File: src/hdl/fps_pkg.sv
// shared types and constants for the fir filter with peak statistics
`timescale 1ns / 1ps
`default_nettype none

package fps_pkg;

  localparam int OUT_BITS   = 38;
  localparam int PEAK_BITS  = 52;
  localparam int COUNT_BITS = 8;

  localparam logic [COUNT_BITS-1:0] COUNT_MAX  = 8'd255;
  localparam logic [COUNT_BITS-1:0] TAPS_RESET = 8'd101;

  typedef enum logic [1:0] {
    OP_LOAD  = 2'd0,
    OP_PUSH  = 2'd1,
    OP_CLEAR = 2'd2,
    OP_NONE  = 2'd3
  } op_t;

  typedef enum logic [1:0] {
    CELL_HOLD,
    CELL_SHIFT,
    CELL_ROTATE
  } cell_op_t;

  typedef enum logic [2:0] {
    ST_IDLE,
    ST_WALK,
    ST_DRAIN1,
    ST_DRAIN2,
    ST_SAT,
    ST_UPDATE,
    ST_REPLY
  } fsm_state_t;

  typedef struct packed {
    logic load;
    logic clear;
    logic issue;
    logic use_tap;
  } mac_ctrl_t;

  typedef struct packed {
    logic clear;
    logic update;
  } stats_ctrl_t;

endpackage

`default_nettype wire

File: src/hdl/fps_cell.sv
// one history cell of the sample chain
`timescale 1ns / 1ps
`default_nettype none

module fps_cell import fps_pkg::*; #(
  parameter int WIDTH = 16
) (
  input  logic             clk,
  input  cell_op_t         op,
  input  logic [WIDTH-1:0] left,
  input  logic [WIDTH-1:0] right,
  output logic [WIDTH-1:0] data
);

  always_ff @(posedge clk) begin
    unique case (op)
      CELL_SHIFT:  data <= left;
      CELL_ROTATE: data <= right;
      CELL_HOLD:   data <= data;
      default:     data <= data;
    endcase
  end

endmodule

`default_nettype wire

File: config.mk
export PLATFORM = sky130hd
export DESIGN_NAME = fps_cell
export DESIGN_NICKNAME = d
export VERILOG_FILES = /design/src/hdl/fps_pkg.sv /design/src/hdl/fps_cell.sv
export SDC_FILE = /design/constraint.sdc
export NUM_CORES = 1
export LEC_CHECK = 0
export ABC_AREA = 1
export BUFFER_PORTS_ARGS = -buffer_cell sky130_fd_sc_hd__buf_2
export CAP_MARGIN = 25
export CORE_UTILIZATION = 40
export DETAILED_ROUTE_END_ITERATION = 10
export GPL_TIMING_DRIVEN = 1
export HOLD_SLACK_MARGIN = 0.06
export PLACE_DENSITY = 0.86
export SYNTH_ARGS = -nofsm -noshare
export SYNTH_HDL_FRONTEND = slang
export SYNTH_SLANG_ARGS = --single-unit
File: constraint.sdc
create_clock -name clk -period 1.4 [get_ports clk]
set_input_delay 0.21 -clock clk [delete_from_list [all_inputs] [get_ports clk]]
set_output_delay 0.21 -clock clk [all_outputs]
set_load 0.005 [all_outputs]
# ---- Yosys cells after proc, flatten, opt, wreduce, memory -nomap -nowiden
# Cells that the tools add are included.
dict set report op_classes {
  reduce_logical 1
  div_mod_pow 0
  n_addsub 0
  mux 1
  eq_ne 2
  bitwise 0
  mul 0
  order_cmp 0
  shifts 0
}
# cell n
set ops {}
lappend ops {{case mux 16 bit (2 select lines)} 1}
lappend ops {{== test 2 x 1 -> 1 bit, second input constant} 1}
lappend ops {{== test 2 bit, second input constant} 1}
lappend ops {{nonzero test 2 bit} 1}
dict set report word_totals {
  register_bits 16
  ramBits 0
  latch_bits 0
  wordCells 5
  mem_count 0
  romBits 0
  inputBits 35
}

# ---- Depth between registers and ports, before layout
dict set report logic_depth {
  word_depth 2
  depth_mapped 7
}

# ---- Worst setup path after synthesis
# No wires, ideal clock.
dict set report synth_timing {
  kind {input -> register}
  start {in op[0]}
  end {reg data[0], enable pin}
  path_stages 3
  path_slack_ps 196
  arrival_time_ps 840
  n_path_buf 0
  cell_sequence {inv_1 > ha_1 > inv_1}
}
dict set report synth_between {
  elab_chain_len 2
  elab_cells_between_ends 3
  classes_between {eq/ne: 2; reduce/logical: 1}
}
# element line
set synth_rtl {}
lappend synth_rtl {{from (decl)} fps_cell.sv:9} ;# input cell_op_t op,
lappend synth_rtl {{== test 2 bit / == test 2 x 1 -> 1 bit (equally long branches)} fps_cell.sv:16} ;# unique case (op)
lappend synth_rtl {{nonzero test 2 bit (no line) *} n/a}
lappend synth_rtl {{to (signal assigned)} fps_cell.sv:17} ;# CELL_SHIFT: data <= left;
lappend synth_rtl {{to (signal assigned)} fps_cell.sv:18} ;# CELL_ROTATE: data <= right;
lappend synth_rtl {{to (signal assigned)} fps_cell.sv:19} ;# CELL_HOLD: data <= data;
lappend synth_rtl {{to (decl)} fps_cell.sv:12} ;# output logic [WIDTH-1:0] data
# Mark *: on every way between the ends. The rest lies on a longest branch, timed or not.
# A chain may end at the register's enable or synchronous reset.

# ---- Worst setup path after layout
dict set report layout_timing {
  start {reg data[13]}
  end {out data[13]}
}
# No word-level cell between the ends.

==> results.json <==
{
  "status": "finished, final reports clean",
  "die_h_um": 45.1,
  "crit_chain": "buf_2",
  "largest_reg_flops": 16,
  "tightest_slew_ns": 0.293,
  "finalCritPeriodShare": 0.716,
  "fmax_ghz": 0.997,
  "hold_class": "primary input to flop",
  "multi_input_area_um2": 205,
  "ant_nets": 0,
  "critPathArrivalTime_ns": 0.79,
  "synth_seq_area_share": 0.645,
  "start_util": 0.431,
  "first_pass_iters": 4,
  "post_cts_resized": 0,
  "post-cts-setup-buffer-count": 0,
  "nets": 161,
  "first_global_vias": 625,
  "top_register": "data",
  "crit_cells": 1,
  "n_antenna_cell": 0,
  "yosysUniqueCellTypes": 8,
  "critPathMaxStageDelay_ns": 0.37,
  "worstSetupStartpointType": "flop",
  "setup.worst_path.class": "flop to output port",
  "dp_hpwl_um": 1300,
  "seq_area_um2": 480,
  "cp-endpoint": "data[13]",
  "crit_family": "flip-flops",
  "period_minus_slack_ns": 1.00,
  "critical_path_buf_inv_count": 1,
  "rsz0062_at_grt": "no",
  "grt_max_degree": 17,
  "wl_per_cell_um": 10.9,
  "gr-total-overflow": 0,
  "cts_hold_buf": 0,
  "leakage_nw": 0.543,
  "die_w_um": 45.1,
  "drv_slew": 0,
  "grt_pass1_wl_um": 2430,
  "synth_area_um2": 744,
  "clockBufferDepth": 2,
  "clock-root-buffer": "clkbuf_4",
  "fin_hold_ws_ns": 0.184,
  "required_ns": 1.19,
  "reg.largest.list": "data: 16 flops",
  "via_count": 660,
  "syn_avg_cell_area_um2": 10.5,
  "numCtsBuffers": 3,
  "ir_worst_vdd_v": 0.000458,
  "fin_cells": 148,
  "routed_via_density": 4.46,
  "cts_htree_levels": 1,
  "cts.clk_slew.worst_paths_ns": 0.09,
  "syn_inst": 71,
  "drt-total-wl_um": 1610,
  "yosys-top-cells-area": "edfxtp_1 (65%), nand2_1 (22%), nand2_2 (4.2%)",
  "drtIter0Drc": 11,
  "die_area_um2": 2040,
  "clock-sinks": 16,
  "hold_viol_final": 0,
  "cts_tree": "yes",
  "slowest_stage": "edfxtp_1",
  "drc_errors": 0,
  "rows": 15,
  "coreArea_um2": 1730,
  "syn_nets": 107,
  "area_growth_pct": 38.8,
  "yosys.area.top_type": "edfxtp_1",
  "place.gp.congestion": 0.747,
  "critical_path.endpoint_type": "output port",
  "setup_viol": 0,
  "final_layout_size_suffix_gt1_frac": 0.496,
  "ys_seq_elements": 16,
  "cap_viol_max_count": 0,
  "finalSetupTns_ns": 0,
  "yosys_warnings": 0,
  "antenna_found_initial": 0,
  "yosysTopAreaCellShare": 0.645,
  "crit_fanout": 1,
  "slew_headroom": 0.805,
  "n_fill_cell": 169,
  "startpoint": "data[13]",
  "dp.cells": 145,
  "numPortBuffers": 50,
  "grt_usage": 0.171,
  "pin_count": 51,
  "power.density_nw_per_um2": 1040
}
-- placed cells by master (no fill, tap or decap) --
cell type / netlist / layout
nand2_1: 43 / 43
buf_12: 1 / 1
nand2_2: 5 / 5
buf_4: 0 / 1
buf_2: 0 / 50
inv_6: 1 / 1
clkbuf_4: 0 / 3
inv_1: 2 / 2
ha_1: 1 / 1
edfxtp_1: 16 / 16
-- report_power, final --
group | internal, mW | switching, mW | total, mW
combinational | 0.109 | 0.105 | 0.214
sequential | 0.610 | 0.0159 | 0.626
clock | 0.0999 | 0.136 | 0.235
total | 0.819 | 0.256 | 1.08
-- layout make-up --
| cell class | instances | share of cell area |
|---|---|---|
| timing repair buffer | 52 | 0.269 |
| multi-input combinational | 49 | 0.199 |
| tap | 25 | 0.0303 |
| clock buffer | 3 | 0.0218 |
| sequential | 16 | 0.465 |
| inverter | 3 | 0.0157 |
-- metrics by stage --
step | setup slack, ns | util | power [mW] | area (µm²)
floorplan | 0.196 | - | 0.722 | 744
global placement | 0.228 | 0.586 | 0.843 | 1010
detailed placement | 0.182 | 0.586 | 0.855 | 1010
CTS | 0.377 | 0.599 | 1.09 | 1030
global route | 0.350 | 0.599 | 1.13 | 1030
finish | 0.397 | 0.599 | 1.08 | 1030
-- kinds of logic after synthesis --
kind of cell / count (synthesis) / synth area share
buffers and inverters: 6 / 0.0790
flip-flops: 16 / 0.645
AND/OR/NAND/NOR: 48 / 0.259
adder cells (fa/ha/maj): 1 / 0.0168
-- metal layers --
| layer | share of wire | vias to the layer above | track usage | wire length (µm) |
|---|---|---|---|---|
| met5 | 0 | - | 0 | 0 |
| met4 | 0.017 | 0 | 0.109 | 27 |
| met3 | 0.092 | 4 | 0.0400 | 148 |
| met2 | 0.54 | 33 | 0.319 | 868 |
| met1 | 0.35 | 294 | 0.167 | 563 |
| li1 | - | 329 | - | - |
-- cell usage after synthesis, drive strengths merged --
cell,n
inv,3
nand2,48
buf,3
ha,1
edfxtp,16
-- worst min path at each step --
stage | slack, ns | cells after the start | startpoint | endpoint
2_1_floorplan | 0.38 | 2 | left[11] | data[11]
3_3_place_gp | 0.47 | 3 | right[13] | data[13]
3_5_place_dp | 0.48 | 3 | left[3] | data[3]
4_1_cts | 0.17 | 3 | left[3] | data[3]
5_1_grt | 0.19 | 3 | left[15] | data[15]
6_report | 0.18 | 3 | left[3] | data[3]
-- worst min-delay path, stage by stage --
cell and delay, ns:
buf_2 0.08, nand2_1 0.04, nand2_1 0.04
No activity file was read; power rests on OpenSTA's default activity.
