[config.mk]
export PLATFORM = sky130hd
export DESIGN_NAME = fps_mac
export DESIGN_NICKNAME = d
export VERILOG_FILES = /design/src/hdl/fps_pkg.sv /design/src/hdl/fps_mac.sv
export SDC_FILE = /design/constraint.sdc
export NUM_CORES = 2
export LEC_CHECK = 0
export BUFFER_PORTS_ARGS = -buffer_cell sky130_fd_sc_hd__buf_4
export CAP_MARGIN = 20
export CORE_MARGIN = 2
export CORE_UTILIZATION = 60
export CTS_CLUSTER_DIAMETER = 150
export DETAILED_ROUTE_END_ITERATION = 8
export HOLD_SLACK_MARGIN = 0.03
export PLACE_DENSITY = 0.82
export SKIP_LAST_GASP = 1
export SLEW_MARGIN = 10
export SYNTH_ARGS = -nofsm -noshare
export SYNTH_HDL_FRONTEND = slang
export SYNTH_SLANG_ARGS = --single-unit
[constraint.sdc]
create_clock -name clk -period 13.1 [get_ports clk]
set_input_delay 1.965 -clock clk [delete_from_list [all_inputs] [get_ports clk]]
set_output_delay 1.965 -clock clk [all_outputs]
set_load 0.02 [all_outputs]
[src/hdl/fps_pkg.sv]
// shared types and constants for the fir filter with peak statistics
`timescale 1ns / 1ps
`default_nettype none

package fps_pkg;

  localparam int OUT_BITS   = 38;
  localparam int PEAK_BITS  = 52;
  localparam int COUNT_BITS = 8;

  localparam logic [COUNT_BITS-1:0] COUNT_MAX  = 8'd255;
  localparam logic [COUNT_BITS-1:0] TAPS_RESET = 8'd101;

  typedef enum logic [1:0] {
    OP_LOAD  = 2'd0,
    OP_PUSH  = 2'd1,
    OP_CLEAR = 2'd2,
    OP_NONE  = 2'd3
  } op_t;

  typedef enum logic [1:0] {
    CELL_HOLD,
    CELL_SHIFT,
    CELL_ROTATE
  } cell_op_t;

  typedef enum logic [2:0] {
    ST_IDLE,
    ST_WALK,
    ST_DRAIN1,
    ST_DRAIN2,
    ST_SAT,
    ST_UPDATE,
    ST_REPLY
  } fsm_state_t;

  typedef struct packed {
    logic load;
    logic clear;
    logic issue;
    logic use_tap;
  } mac_ctrl_t;

  typedef struct packed {
    logic clear;
    logic update;
  } stats_ctrl_t;

endpackage

`default_nettype wire

[src/hdl/fps_mac.sv]
// tap memory and shared multiply-accumulate unit
`timescale 1ns / 1ps
`default_nettype none

module fps_mac import fps_pkg::*; #(
  parameter int MAX_TAPS    = 128,
  parameter int SAMPLE_BITS = 16,
  localparam int IDX_W      = $clog2(MAX_TAPS),
  localparam int ACC_W      = 2 * SAMPLE_BITS + IDX_W + 1
) (
  input  logic                          clk,
  input  logic                          rst,
  input  mac_ctrl_t                     ctrl,
  input  logic        [IDX_W-1:0]       load_index,
  input  logic signed [SAMPLE_BITS-1:0] load_value,
  input  logic        [IDX_W-1:0]       read_index,
  input  logic signed [SAMPLE_BITS-1:0] sample,
  output logic signed [ACC_W-1:0]       acc
);

  logic signed [SAMPLE_BITS-1:0]   taps [MAX_TAPS];
  logic signed [SAMPLE_BITS-1:0]   tap_rd;
  logic signed [SAMPLE_BITS-1:0]   sample_rd;
  logic signed [2*SAMPLE_BITS-1:0] product;
  logic                            rd_use;
  logic                            product_use;

  always_ff @(posedge clk) begin
    if (ctrl.load) begin
      taps[load_index] <= load_value;
    end
    if (ctrl.issue) begin
      tap_rd    <= taps[read_index];
      sample_rd <= sample;
    end
    product <= tap_rd * sample_rd;
  end

  always_ff @(posedge clk) begin
    if (rst) begin
      rd_use      <= 1'b0;
      product_use <= 1'b0;
      acc         <= '0;
    end else begin
      rd_use      <= ctrl.issue && ctrl.use_tap;
      product_use <= rd_use;
      if (ctrl.clear) begin
        acc <= '0;
      end else if (product_use) begin
        acc <= acc + ACC_W'(product);
      end
    end
  end

endmodule

`default_nettype wire

Word level (Yosys, flattened, before mapping)
Memory sizes are Yosys's and may differ from the RTL's. A register that Yosys moved wholly into a read port is not among the register bits. Index checks and enable logic that the tools add are counted.

Add/sub/neg operators: 1. Multipliers: 1. Muxes and demuxes: 2. Reductions and logical operators: 2.

Operators with widths (number): 40-bit by 32-bit adder with 40-bit output (1); 16-bit by 16-bit multiplier with 32-bit output (1); 1-bit two-way mux (2); 2-bit OR reduction (1); 1-bit logical AND (1).

Register bits: 90. RAM bits: 2048. Output and inout port bits: 40. Memories: 1.

Memories: taps (words 128, bits a word 16, read ports 1, clocked after Yosys merged registers in 1, wr ports 1, RTL line fps_mac.sv:21) `logic signed [SAMPLE_BITS-1:0] taps [MAX_TAPS];`.

Depth between registers and ports, before layout
Depth after elaboration: 2. Depth in mapped cells: 24. Gate-level depth less buffers: 22.

Worst setup path after synthesis
No wires, ideal clock.

Path kind: reg2reg. From: reg tap_rd[15], read port of taps. To: reg product[30]. Setup time: 0.072 ns. Arrival time: 6.190 ns. Required time: 13.028 ns. Path slack: 6.838 ns. Stages on the path, launching flop included: 22. Buffers on the path: 1. Path through: edfxtp_1 > clkbuf_1 > nand2_1 > inv_1 > fa_1 > fa_1 > fa_1 > fa_1 > fa_1 > inv_1 > fa_1 > inv_1 > ha_1 > o21a_1 > o21ai_0 > nor2_1 > nor2_1 > o21ai_0 > or4_1 > a31o_2 > a21oi_1 > xnor2_1.

Cells in the longest elaborated chain, start to end: 1.

Ends and longest elaborated chain: start: declaration (RTL line fps_mac.sv:22) `logic signed [SAMPLE_BITS-1:0] tap_rd;`; 16-bit by 16-bit multiplier with 32-bit output (RTL line fps_mac.sv:36) `product <= tap_rd * sample_rd;`; end signal: assignment (RTL line fps_mac.sv:36); end: declaration (RTL line fps_mac.sv:24) `logic signed [2*SAMPLE_BITS-1:0] product;`.

No other way between the ends. A chain may end at the register's enable or synchronous reset.

Final worst setup path
From: reg tap_rd[9], read port of taps. To: reg product[30].

The elaborated chain is that of the path after synthesis.

==> results_dict.tcl <==
set metrics [dict create \
    vias 50800 \
    synth_cells 4662 \
    synth_async_sr_flop_share 0 \
    drt_drc_violations_left 0 \
    h-tree-depth 4 \
    syn_avg_cell_area_um2 20.0 \
    area.growth.synth_to_final_pct 11.3 \
    global_route.peak_usage_layer "met2" \
    max_stage_delay_ns 1.02 \
    tightest_slew_ns 1.29 \
    finalHoldViolCount 0 \
    grt_setup_unrepaired "false" \
    hpwlAfterDp_um 144000 \
    gr-total-overflow 0 \
    worst_hold_path_type "reg2reg" \
    grt_start_max_net_pins 150 \
    final_nets 5340 \
    grt_pass1_vias 51000 \
    timing.reg2reg.setup_slack_ns 5.96 \
    whs_ns 0.448 \
    cp_common_cell "fa_1" \
    critical_path.endpoint_type "flop" \
    timing.critical_path.arrival_ns 7.92 \
    placement_rows 144 \
    wire_per_inst_um 37.6 \
    cts_setup_buffers 0 \
    detail_route.first_pass.iterations 6 \
    timing.clock.skew_ns 0.0670 \
    tritoncts "built" \
    synth_cell_type_count 62 \
    crit_path_max_fanout 16 \
    die_x_um 398 \
    clk-insertion-delay-late_ns 0.86 \
    min_period_over_period 0.545 \
    cts_hold_repair.buffers 0 \
    slew_viol_final 0 \
    timing.setup.critical_path_class "reg2reg" \
    cap_violations 0 \
    total_neg_setup_slack_ns 0 \
    clk_root_buffer_cell "clkbuf_16" \
    pin_count 92 \
    drt_wl_total_um 268000 \
    timing.final.setup_violations 0 \
    antenna_left 0 \
    chipHeight_um 398 \
    ir_drop_uv 493 \
    pwr_density_cell_nw_per_um2 220 \
    synth_flop_cell "edfxtp_1" \
    clock_sinks 2154 \
    grt_use_met3 0.101 \
    cts-buffers-inserted 203 \
    final_layout_size_suffix_gt1_frac 0.249 \
    grt_antenna_before_repair 26 \
    crit_path_start_kind "flop" \
    p_leak_nw 34.8 \
    synth.cell_area_um2 93200 \
    grt_first_pass_wirelength_um 380000 \
    synthesis.yosys.warnings 0 \
    ys_ff_latch 2154 \
    layout.cells.non_filler 7125 \
    drt_first_iter_violations 8842 \
    placement.io_buffers 91 \
    critical_path.cell_chain "nand2_1 > fa_1 > inv_1 > fa_1 > fa_1 > fa_1 > fa_1 > inv_1 > fa_1 > inv_1 > ha_1 > and4_1 > and4_1 > and4_1 > a22oi_1 > a21oi_1 > or4_1 > a31o_2 > a21oi_1 > xnor2_1" \
    yosysSeqAreaShare 0.686 \
    cts_repair_resize_count 0 \
    met1_usage 0.442 \
    outcome "completed" \
    timing.critical_path.buf_inv 3 \
    max-slew-margin-rel 0.142 \
    track_usage 0.342 \
    timing.final.crit_period_ns 7.14 \
    coreArea_um2 154000 \
    cts.reportedPaths.clkPinSlew_ns 0.07 \
    finalPower_w 0.0228 \
    post-place-cells 6735 \
    regToRegStartpoint "tap_rd[9]" \
    path_delay_family "adder cells" \
    critical_path_required_ns 13.88 \
    cts_max_path_bufs 3 \
    synth-edff-count 2080 \
    highest_clock_frequency_the_design_can_meet_ghz 0.140 \
    grt.met2_usage 0.531 \
    synth_nets 5098 \
    drt-vias-per-instance 7.12 \
    slowest_stage "edfxtp_1" \
    start_util 0.604 \
    total_die_area_um2 158000 \
    worst_hold_startpoint "rd_use" \
    worst_setup_path_startpoint "tap_rd[9]" \
    finalWeightedCongestion 0.876 \
]
## per-stage QoR
| step | area (um2) | util | worst slack (ns) |
|---|---|---|---|
| after global placement | 96900 | 0.628 | 6.22 |
| final | 104000 | 0.673 | 5.96 |
| after CTS | 104000 | 0.671 | 6.12 |
| after global routing | 104000 | 0.672 | 5.74 |
| after floorplan | 93200 | - | 6.84 |
| after detailed placement | 96900 | 0.628 | 6.18 |
## layer usage
metal / part of all wire / wire, um
met4: 0.065 / 17400
met5: 0.00070 / 188
met3: 0.13 / 35900
met2: 0.48 / 127000
met1: 0.33 / 87200
## worst reg2reg max path, cell delays in order, from the launching register on
cell and delay [ns]:
edfxtp_1 1.02, nand2_1 0.26, fa_1 0.60, inv_1 0.06
fa_1 0.51, fa_1 0.60, fa_1 0.44, fa_1 0.49
inv_1 0.05, fa_1 0.47, inv_1 0.04, ha_1 0.35
and4_1 0.24, and4_1 0.24, and4_1 0.20, a22oi_1 0.27
a21oi_1 0.19, or4_1 0.48, a31o_2 0.26, a21oi_1 0.16
xnor2_1 0.13
## state kept, by name, indices dropped and copies added (netlist names)
signal / flops
acc: 40
product: 32
product_use: 1
rd_use: 1
sample_rd: 16
tap_rd: 16
taps: 2048
## kinds of logic (layout without fill, tap and decap cells)
kind of cell             count (synthesis)  in the layout  share of synthesized area
flip-flops                            2154           2154                      0.686
multiplexers                           712            712                      0.167
AND/OR/NAND/NOR                        613            613                     0.0308
buffers and inverters                  515            926                     0.0215
adder cells (fa/ha/maj)                384            384                     0.0728
AO/OA/AOI/OAI                          219            219                     0.0156
XOR/XNOR                                65             65                    0.00611
other                                    0              8                          0
## cell usage after synthesis (all sizes together), types with 4 or more instances
master / count / area [um2]
a211o: 5 / 43.8
a211oi: 11 / 82.6
a21o: 27 / 203
a21oi: 54 / 270
a31oi: 9 / 56.3
and2: 129 / 807
buf: 76 / 359
clkbuf: 146 / 548
dfxtp: 74 / 1480
edfxtp: 2080 / 62500
fa: 263 / 5270
ha: 121 / 1510
inv: 293 / 1100
mux2: 17 / 191
mux2i: 23 / 230
mux4: 672 / 15100
nand2: 169 / 634
nand2b: 15 / 93.8
nand3: 29 / 145
nand3b: 9 / 67.6
nand4: 9 / 56.3
nor2: 203 / 762
nor2b: 13 / 81.3
nor3: 19 / 95.1
o211ai: 5 / 37.5
o21a: 12 / 90.1
o21ai: 47 / 235
o21bai: 11 / 82.6
o31ai: 6 / 58.8
or2: 4 / 25.0
xnor2: 44 / 385
xor2: 21 / 184
## where the power goes
| part | total (W) | internal [W] | switching (W) |
|---|---|---|---|
| Combinational | 0.00885 | 0.00391 | 0.00494 |
| Sequential | 0.00789 | 0.00779 | 0.0000946 |
| Clock | 0.00603 | 0.00333 | 0.00270 |
| Total | 0.0228 | 0.0150 | 0.00774 |
## cell type report
type	count	area [um2]
antenna	8	20.0
clock buffer	249	5320
clock inverter	125	1340
fill	9061	50500
inverter	293	1100
multi-input combinational	1993	27300
sequential	2154	63900
tap	2044	2560
timing repair buffer	259	2130
## cell usage in the layout (no fill, tap or decap), drive strengths merged, types with 10 or more instances in the layout
cell,n
edfxtp,2080
mux4,672
inv,300
fa,263
buf,259
clkbuf,249
nor2,203
nand2,169
and2,129
ha,121
clkinv,86
dfxtp,74
a21oi,54
o21ai,47
xnor2,44
nand3,29
a21o,27
mux2i,23
bufinv,22
xor2,21
nor3,19
mux2,17
nand2b,15
nor2b,13
o21a,12
a211oi,11
o21bai,11
clkinvlp,10
## worst paths after layout
check	endpoint	depth (start not counted)
worst min-delay path	product_use	1
worst min register to register	product_use	1
worst max register to register	product[30]	20
worst max-delay path	product[30]	20
(Power assumes the default switching activity.)
