===== src/hdl/fps_pkg.sv =====
// shared types and constants for the fir filter with peak statistics
`timescale 1ns / 1ps
`default_nettype none

package fps_pkg;

  localparam int OUT_BITS   = 38;
  localparam int PEAK_BITS  = 52;
  localparam int COUNT_BITS = 8;

  localparam logic [COUNT_BITS-1:0] COUNT_MAX  = 8'd255;
  localparam logic [COUNT_BITS-1:0] TAPS_RESET = 8'd101;

  typedef enum logic [1:0] {
    OP_LOAD  = 2'd0,
    OP_PUSH  = 2'd1,
    OP_CLEAR = 2'd2,
    OP_NONE  = 2'd3
  } op_t;

  typedef enum logic [1:0] {
    CELL_HOLD,
    CELL_SHIFT,
    CELL_ROTATE
  } cell_op_t;

  typedef enum logic [2:0] {
    ST_IDLE,
    ST_WALK,
    ST_DRAIN1,
    ST_DRAIN2,
    ST_SAT,
    ST_UPDATE,
    ST_REPLY
  } fsm_state_t;

  typedef struct packed {
    logic load;
    logic clear;
    logic issue;
    logic use_tap;
  } mac_ctrl_t;

  typedef struct packed {
    logic clear;
    logic update;
  } stats_ctrl_t;

endpackage

`default_nettype wire


===== src/hdl/fps_stats.sv =====
// running min, max and saturating local peak sum
`timescale 1ns / 1ps
`default_nettype none

module fps_stats import fps_pkg::*; (
  input  logic                        clk,
  input  logic                        rst,
  input  stats_ctrl_t                 ctrl,
  input  logic signed [OUT_BITS-1:0]  value,
  output logic signed [OUT_BITS-1:0]  min_seen,
  output logic signed [OUT_BITS-1:0]  max_seen,
  output logic signed [PEAK_BITS-1:0] peak_total
);

  localparam logic signed [PEAK_BITS:0] PEAK_HI = {2'b00, {(PEAK_BITS-1){1'b1}}};
  localparam logic signed [PEAK_BITS:0] PEAK_LO = {2'b11, {(PEAK_BITS-1){1'b0}}};

  logic signed [OUT_BITS-1:0]  older;
  logic signed [OUT_BITS-1:0]  pending;
  logic                        pending_valid;
  logic signed [PEAK_BITS:0]   peak_wide;
  logic signed [PEAK_BITS-1:0] peak_next;
  logic                        is_peak;

  assign peak_wide = (PEAK_BITS+1)'(peak_total) + (PEAK_BITS+1)'(pending);
  assign is_peak   = pending_valid && (pending >= older) && (pending >= value);

  always_comb begin
    if (peak_wide > PEAK_HI) begin
      peak_next = PEAK_HI[PEAK_BITS-1:0];
    end else if (peak_wide < PEAK_LO) begin
      peak_next = PEAK_LO[PEAK_BITS-1:0];
    end else begin
      peak_next = peak_wide[PEAK_BITS-1:0];
    end
  end

  always_ff @(posedge clk) begin
    if (rst || ctrl.clear) begin
      min_seen      <= '0;
      max_seen      <= '0;
      peak_total    <= '0;
      older         <= '0;
      pending       <= '0;
      pending_valid <= 1'b0;
    end else if (ctrl.update) begin
      if (value < min_seen) min_seen <= value;
      if (value > max_seen) max_seen <= value;
      if (is_peak) peak_total <= peak_next;
      older         <= pending_valid ? pending : '0;
      pending       <= value;
      pending_valid <= 1'b1;
    end
  end

endmodule

`default_nettype wire


===== config.mk =====
export PLATFORM = sky130hd
export DESIGN_NAME = fps_stats
export DESIGN_NICKNAME = d
export VERILOG_FILES = /design/src/hdl/fps_pkg.sv /design/src/hdl/fps_stats.sv
export SDC_FILE = /design/constraint.sdc
export NUM_CORES = 1
export LEC_CHECK = 0
export BUFFER_PORTS_ARGS = -buffer_cell sky130_fd_sc_hd__buf_4
export CAP_MARGIN = 5
export CORE_MARGIN = 4
export CORE_UTILIZATION = 55
export DETAILED_ROUTE_END_ITERATION = 12
export PLACE_DENSITY = 0.74
export SLEW_MARGIN = 10
export SYNTH_ARGS = -nofsm -noshare
export SYNTH_HDL_FRONTEND = slang
export SYNTH_SLANG_ARGS = --single-unit

===== constraint.sdc =====
create_clock -name clk -period 6.4 [get_ports clk]
set_input_delay 1.28 -clock clk [delete_from_list [all_inputs] [get_ports clk]]
set_output_delay 1.28 -clock clk [all_outputs]
set_load 0.005 [all_outputs]

# == Word-level counts from Yosys, hierarchy flattened ==
# Index checks and enable logic that the tools add are counted.
# Widths: inputs -> output; s select.
# op_classes
add_sub_neg,1
order_cmp,6
n_mux,3
reduce_logical,6
# op_table
op,count
$mux 52,2
$ge 38x38->1,2
$add 52x38->53,1
$gt 53x52->1 const B,1
$lt 53x52->1 const B,1
$gt 38x38->1,1
$lt 38x38->1,1
$mux 38,1
$reduce_and 2->1,3
$logic_and 1x1->1,2
$logic_or 1x1->1,1
# word_totals
regBits,205
output_inout_bits,128

# == Logic depth before layout (Yosys ltp) ==
# Gate-level depths: netlist of run 1.
# depth
ltp_word,4
mapped_depth,16
mapped_depth_nobuf,14

# == Worst setup path before layout of run 1 ==
# Ideal clock, no wire load.
# synth_timing
path_kind,input port to flip-flop
from,input port value[7]
to,register min_seen[1]
arrival_time_ns,3.789
setup_ns,0.087
path_buffers,2
path_stages,14
required_time_ns,6.313
slack_ns,2.524
path_cell_list,ha_1 -> a21o_1 -> a21o_1 -> a211oi_1 -> o21bai_1 -> a21o_1 -> a221oi_1 -> o31a_1 -> o21a_1 -> mux2i_1 -> clkbuf_1 -> buf_2 -> nand3_1 -> o31ai_1
# synth_via
elab_chain_len,2
# synth_lines
element,line_no,rtl
start: declaration,fps_stats.sv:9,"input logic signed [OUT_BITS-1:0] value,"
$lt 38x38->1,fps_stats.sv:47,if (value < min_seen) min_seen <= value;
$reduce_and 2->1 (no source line),n/a,
end signal: assignment,fps_stats.sv:47,
end: declaration,fps_stats.sv:10,"output logic signed [OUT_BITS-1:0] min_seen,"
# No other way between the ends.
# A chain may end at the register's enable or synchronous reset.

# == Final worst setup path of run 1 ==
# layout_timing
from,input port value[7]
to,register min_seen[3]
# Same word-level chain as after synthesis.

==> results of run 1 <==
worst max-delay path: cells and delay by family:
family | cells | cell delay [ps]
AO/OA/AOI/OAI | 9 | 1750
AND/OR/NAND/NOR | 1 | 110
multiplexers | 1 | 820
buffers and inverters | 2 | 430
adder cells (fa/ha/maj) | 1 | 310
path summary, 6_finish.rpt:
| kind | start | endpoint | cells after the start |
|---|---|---|---|
| max | value[7] | min_seen[3] | 14 |
| min | pending_valid | pending_valid | 2 |
| max reg2reg | pending[16] | peak_total[39] | 12 |
| min reg2reg | pending_valid | pending_valid | 2 |
state kept, by name (all words and copies together) (netlist names):
register / flops
pending_valid: 1
min_seen: 38
pending: 38
older: 38
peak_total: 52
max_seen: 38
layout make-up:
cell class / instances / area (um2)
Timing Repair Buffer: 181 / 1371
Tap cell: 335 / 419.2
Fill cell: 2244 / 9244
Clock inverter: 17 / 221.5
Sequential cell: 205 / 4104
Inverter: 168 / 630.6
Clock buffer: 28 / 656.9
Multi-Input combinational cell: 1253 / 9559
power groups by stage:
stage | Combinational [mW] | Clock (mW) | Sequential, mW
3_5_place_dp | 0.463 | 0 | 1.36
4_1_cts | 0.468 | 1.54 | 1.33
6_report | 0.469 | 1.51 | 1.33
5_1_grt | 0.523 | 1.59 | 1.34
3_3_place_gp | 0.452 | 0 | 1.36
2_1_floorplan | 0.319 | 0 | 1.35
routing by layer:
metal | share of wire, % | vias up
met5 | 0 | -
li1 | - | 6469
met1 | 46 | 6100
met3 | 5.5 | 61
met2 | 46 | 317
met4 | 2.3 | 0
logic make-up after synthesis:
group                      count (synthesis)  share of synthesized area, %
AOI/OAI and AO/OA                        510                         24.49
xor gates and xnor gates                  49                         3.045
adders and majority gates                254                         21.21
buffers and inverters                    270                         7.399
DFF                                      205                         27.90
muxes                                     42                         2.866
and+or+nand+nor                          398                         13.10
cell usage after synthesis (all sizes together) (39+ instances only):
library cell / number
dfxtp: 205
ha: 203
inv: 168
a21oi: 141
nor2: 122
nand3: 101
o21ai: 100
o31ai: 80
a21o: 64
clkbuf: 60
nand2: 59
maj3: 50
buf: 42
mux2i: 41
nand4: 41
a2bb2oi: 39
==> metrics, run 1 <==
Max-cap violations=0; Port Buffer Count=169; clk_skew=11.79 ps; Synth area leader=dfxtp_1; critical path data required time=6820 ps; Final ANT Viol Nets=0; synth top area cells=dfxtp_1 28%, ha_1 17%, inv_1 4.3%; Final Cell Area=0.01696 mm2; most used routing layer=met2; Main synth FF type=dfxtp_1; vias per cell=5.920; register area share after synthesis=27.90%; CTS Root Buffer Type=clkbuf_16; worst setup margin=2081 ps; Flop pwr share=40.2%; vias in the first global route=12.55k; CTS resizes=0; final slew viol count=0; Clock Tree Buf Depth=3; GRT overflow=0; chip height=171.6 um; RSZ-0062 raised after global routing=no; TritonRoute pass-1 iters=5; global-route wire length before repair=62,510 um; Top cell by count, worst path=a21o_1; routability cong.=0.9215; Worst Setup Start Kind=input pin; highest clock rate=231.5 MHz; final-stage net count=2,080; period utilisation layout=67.49%; Hold Path Class=register to register; hpwl dp=28,410 um; crit-path max cell delay=820 ps; routed via count=12.95k; Crit. End Element=register; area post-placement=0.01608 mm2; Inserted Clock Buffers=25; initial antenna violation count=0; cell-internal power=2.438 mW; setup violators final=0; Routed wire per std cell=17.74 um; Syn Nets=1,974; M1 GR Usage=34.20%; post-CTS setup buffers=0; leak pwr=7.280 nW; H-tree depth=1; Sw Ratio=26.54%; Layout area overhead=15.30%; r2r setup slk=2160 ps; most common cell after layout, fill and taps aside=dfxtp_1; Psw=0.8806 mW; die footprint=0.02943 mm2; Cell Area, Synth=0.01471 mm2; CP cell instances=buf_4 > ha_1 > a21o_1 > a21o_1 > a211oi_1 > o21bai_1 > a21o_1 > a221oi_1 > o31a_1 > o21a_1 > mux2i_4 > buf_12 > nand3_1 > o31ai_1; Fin Hold WS=471.9 ps; Crit Path Category=input pin to register; post-placement cell count=2,142; Critical-path top delay cell=mux2i_4; Yosys cell types=81; CTS sink count=205; initial DRC count=647; Worst-path clk slew=60 ps; final count of hold timing violations=0; GR met3 Demand/Resource=3.723%; final period demand of the worst path=4319 ps; pwr dens=195.6 mW/mm2; post-synth top area share=27.90%; layout cells sized above 1=18.90%; overall routing resource usage=25.46%; diode count=0; post-place setup slack=1602 ps; Die W=171.6 um; #FFs+latches synth=205; final core occ=64.73%; CTS tree=yes; post-synthesis async set-or-reset flop share=0%; Synth Area per Inst=8.514 um2; Non-Filler Instances=2,187; Clk network pwr share=45.6%; Cell Rows=59; status=finished, final reports clean; core area=0.02621 mm2; Tightest Pin Transition=1197 ps; commonest cells after routing, fill and taps aside=205 x dfxtp_1, 203 x ha_1, 180 x buf_4; grt met2 use=43.11%; Initial Util=56.14%; EDFF count, synth=0; clk_lat worst skew=520 ps; Ys Warns=0; Top Ports=170; total power=3.318 mW; Worst IR Drop VDD=186.9 uV; pin count of the biggest net entering global routing=102; WP data arrival=4740 ps; Worst Path Max Fanout=45; Post-Route WL=38,800 um; Max-slew headroom=20.22%; total negative slack=0 ps; Post-route DRC=0; cts hold-fix bufs=0; Comb pwr share=14.1%; Gate Count Post-Synth=1,728
(Power assumes the default switching activity.)
==> run 2: changes to the inputs <==
--- a/config.mk
+++ b/config.mk
@@ -8,9 +8,9 @@
 export BUFFER_PORTS_ARGS = -buffer_cell sky130_fd_sc_hd__buf_4
 export CAP_MARGIN = 5
 export CORE_MARGIN = 4
-export CORE_UTILIZATION = 55
+export CORE_UTILIZATION = 54
 export DETAILED_ROUTE_END_ITERATION = 12
-export PLACE_DENSITY = 0.74
+export PLACE_DENSITY = 0.76
 export SLEW_MARGIN = 10
 export SYNTH_ARGS = -nofsm -noshare
 export SYNTH_HDL_FRONTEND = slang
==> constraint.sdc (replaced) <==
create_clock -name clk -period 3.95 [get_ports clk]
set_input_delay 0.79 -clock clk [delete_from_list [all_inputs] [get_ports clk]]
set_output_delay 0.79 -clock clk [all_outputs]
set_load 0.005 [all_outputs]
==> run 2 against run 1 <==
  * Critical path depth fell by 2
  * Register-to-register slack got worse by 1900 ps
  * Final area is 1.4% higher
  * Via count grew 1.3%
  * Sequential cell count unchanged
  * Critical endpoint is now peak_total[27]
  * Largest cell class unchanged
  * Sequential share of layout area decreased by 0.33 points
  * Highest routed layer unchanged
==> metrics, run 2 (synthesis gave the netlist of run 1 again) <==
final slew viol count=0; Post-route DRC=0; Max-slew headroom=35.97%; CTS resizes=0; Tightest Pin Transition=960.4 ps; die footprint=0.02995 mm2; hpwl dp=29,060 um; Largest Register=peak_total; global-route wire length before repair=64,290 um; Initial Util=54.74%; max reg flops=52; vias per cell=5.937; clk_lat worst skew=540 ps; Layout area overhead=16.91%; Crit. End Element=register; Top Ports=170; routability cong.=0.9098; RSZ-0062 raised after global routing=no; Inserted Clock Buffers=26; Worst IR Drop VDD=261.1 uV; TritonRoute pass-1 iters=6; Crit Path Category=register to register; final count of hold timing violations=0; Cell Rows=60; area post-placement=0.01631 mm2; worst setup path startpoint=pending[18]; cts hold-fix bufs=0; clk_skew=14.26 ps; Worst Path Max Fanout=28; Die W=173.1 um; Critical-path top delay cell=dfxtp_1; critical path data required time=4380 ps; Hold Path Class=register to register; status=finished, final reports clean; pin count of the biggest net entering global routing=129; most common cell after layout, fill and taps aside=dfxtp_1; Sw Ratio=26.60%; overall routing resource usage=24.99%; initial antenna violation count=0; cell-internal power=3.982 mW; CTS sink count=205; Worst Setup Start Kind=register; Post-Route WL=38,970 um; total negative slack=0 ps; Final ANT Viol Nets=0; Flop pwr share=39.9%; Worst-path clk slew=60 ps; core area=0.02688 mm2; FF-to-FF Start=pending[18]; highest clock rate=270.3 MHz; vias in the first global route=12.87k; post-CTS setup buffers=0; H-tree depth=1; routed via count=13.12k; CP cell instances=ha_1 > a21oi_1 > o21ai_1 > a311oi_2 > nand2_1 > o21ai_2 > o221ai_4 > a31oi_4 > xor2_4 > buf_4 > maj3_2 > a21oi_2; initial DRC count=985; pwr dens=315.4 mW/mm2; GRT overflow=0; crit-path max cell delay=460 ps; Hold Startpoint=pending_valid; Routed wire per std cell=17.63 um; WP data arrival=4130 ps; Max-cap violations=0; period utilisation layout=93.65%; final period demand of the worst path=3699 ps; Psw=1.443 mW; Fin Hold WS=473.1 ps; Port Buffer Count=169; FILL cells=2,251; final-stage net count=2,095; layout cells sized above 1=19.21%; leak pwr=7.386 nW; CTS tree=yes; CTS Root Buffer Type=clkbuf_16; Clock Tree Buf Depth=3; diode count=0; Clk network pwr share=45.6%; commonest cells after routing, fill and taps aside=205 x dfxtp_1, 203 x ha_1, 185 x buf_4; chip height=173.1 um; Comb pwr share=14.5%; setup violators final=0; Final Cell Area=0.01720 mm2
[run 2: changes by cell type in the layout (fill, tap and decap cells not counted)]
| cell | change |
|---|---|
| buf_4 | +5 |
| clkinvlp_4 | -2 |
| bufinv_16 | -1 |
| clkbuf_1 | +8 |
| clkinv_8 | +1 |
| buf_12 | +9 |
| clkinv_2 | -4 |
| clkinv_4 | -1 |
| clkbuf_8 | +1 |
| clkbuf_16 | +1 |
[run 2: worst paths after layout]
check	to	slack, ps	depth (start not counted)
setup reg to reg	peak_total[27]	250	12
hold reg to reg	pending_valid	470	2
hold / removal	pending_valid	470	2
setup / recovery	peak_total[27]	250	12
[run 2: area by class of cell]
cell class                 count  area [um2]  share of cell area, %
multi-input combinational   1253        9559                  55.58
clock inverter                10       163.9                 0.9530
sequential                   205        4104                  23.86
clock buffer                  38       725.7                  4.219
timing repair buffer         195        1589                  9.239
tap                          341       426.7                  2.481
inverter                     168       630.6                  3.667
[run 2: critical path, delay by kind of cell (launching register included)]
family / cells / cell delay [ps]
buf+inv: 1 / 410
xor+xnor: 1 / 280
fa+ha+maj: 2 / 690
simple gates: 1 / 130
flops: 1 / 460
compound gates: 7 / 1600
[run 2: per-layer routing]
metal | vias up | GRT usage, % | part of all wire [%]
li1 | 6491 | - | -
met1 | 6182 | 33.57 | 45
met2 | 360 | 40.98 | 45
met3 | 88 | 4.329 | 6.0
met4 | 0 | 8.214 | 3.4
met5 | - | 0 | 0
[run 2: power by group through the flow]
stage | combinational (mW) | sequential, mW | clock, mW
global placement | 0.756 | 2.20 | 0
global route | 0.873 | 2.17 | 2.61
detailed placement | 0.778 | 2.21 | 0
floorplan | 0.516 | 2.19 | 0
finish | 0.787 | 2.16 | 2.48
CTS | 0.784 | 2.16 | 2.51
[run 2: metrics by stage]
step           setup slack, ps  util, %  cells  power, mW
2_1_floorplan            563.5        -   1728      2.708
3_3_place_gp             310.1    60.68   2162      2.960
3_5_place_dp             250.0    60.68   2162      2.984
4_1_cts                  326.0    63.99   2210      5.452
5_1_grt                  116.1    63.99   2210      5.651
6_report                 250.8    63.99   2210      5.425
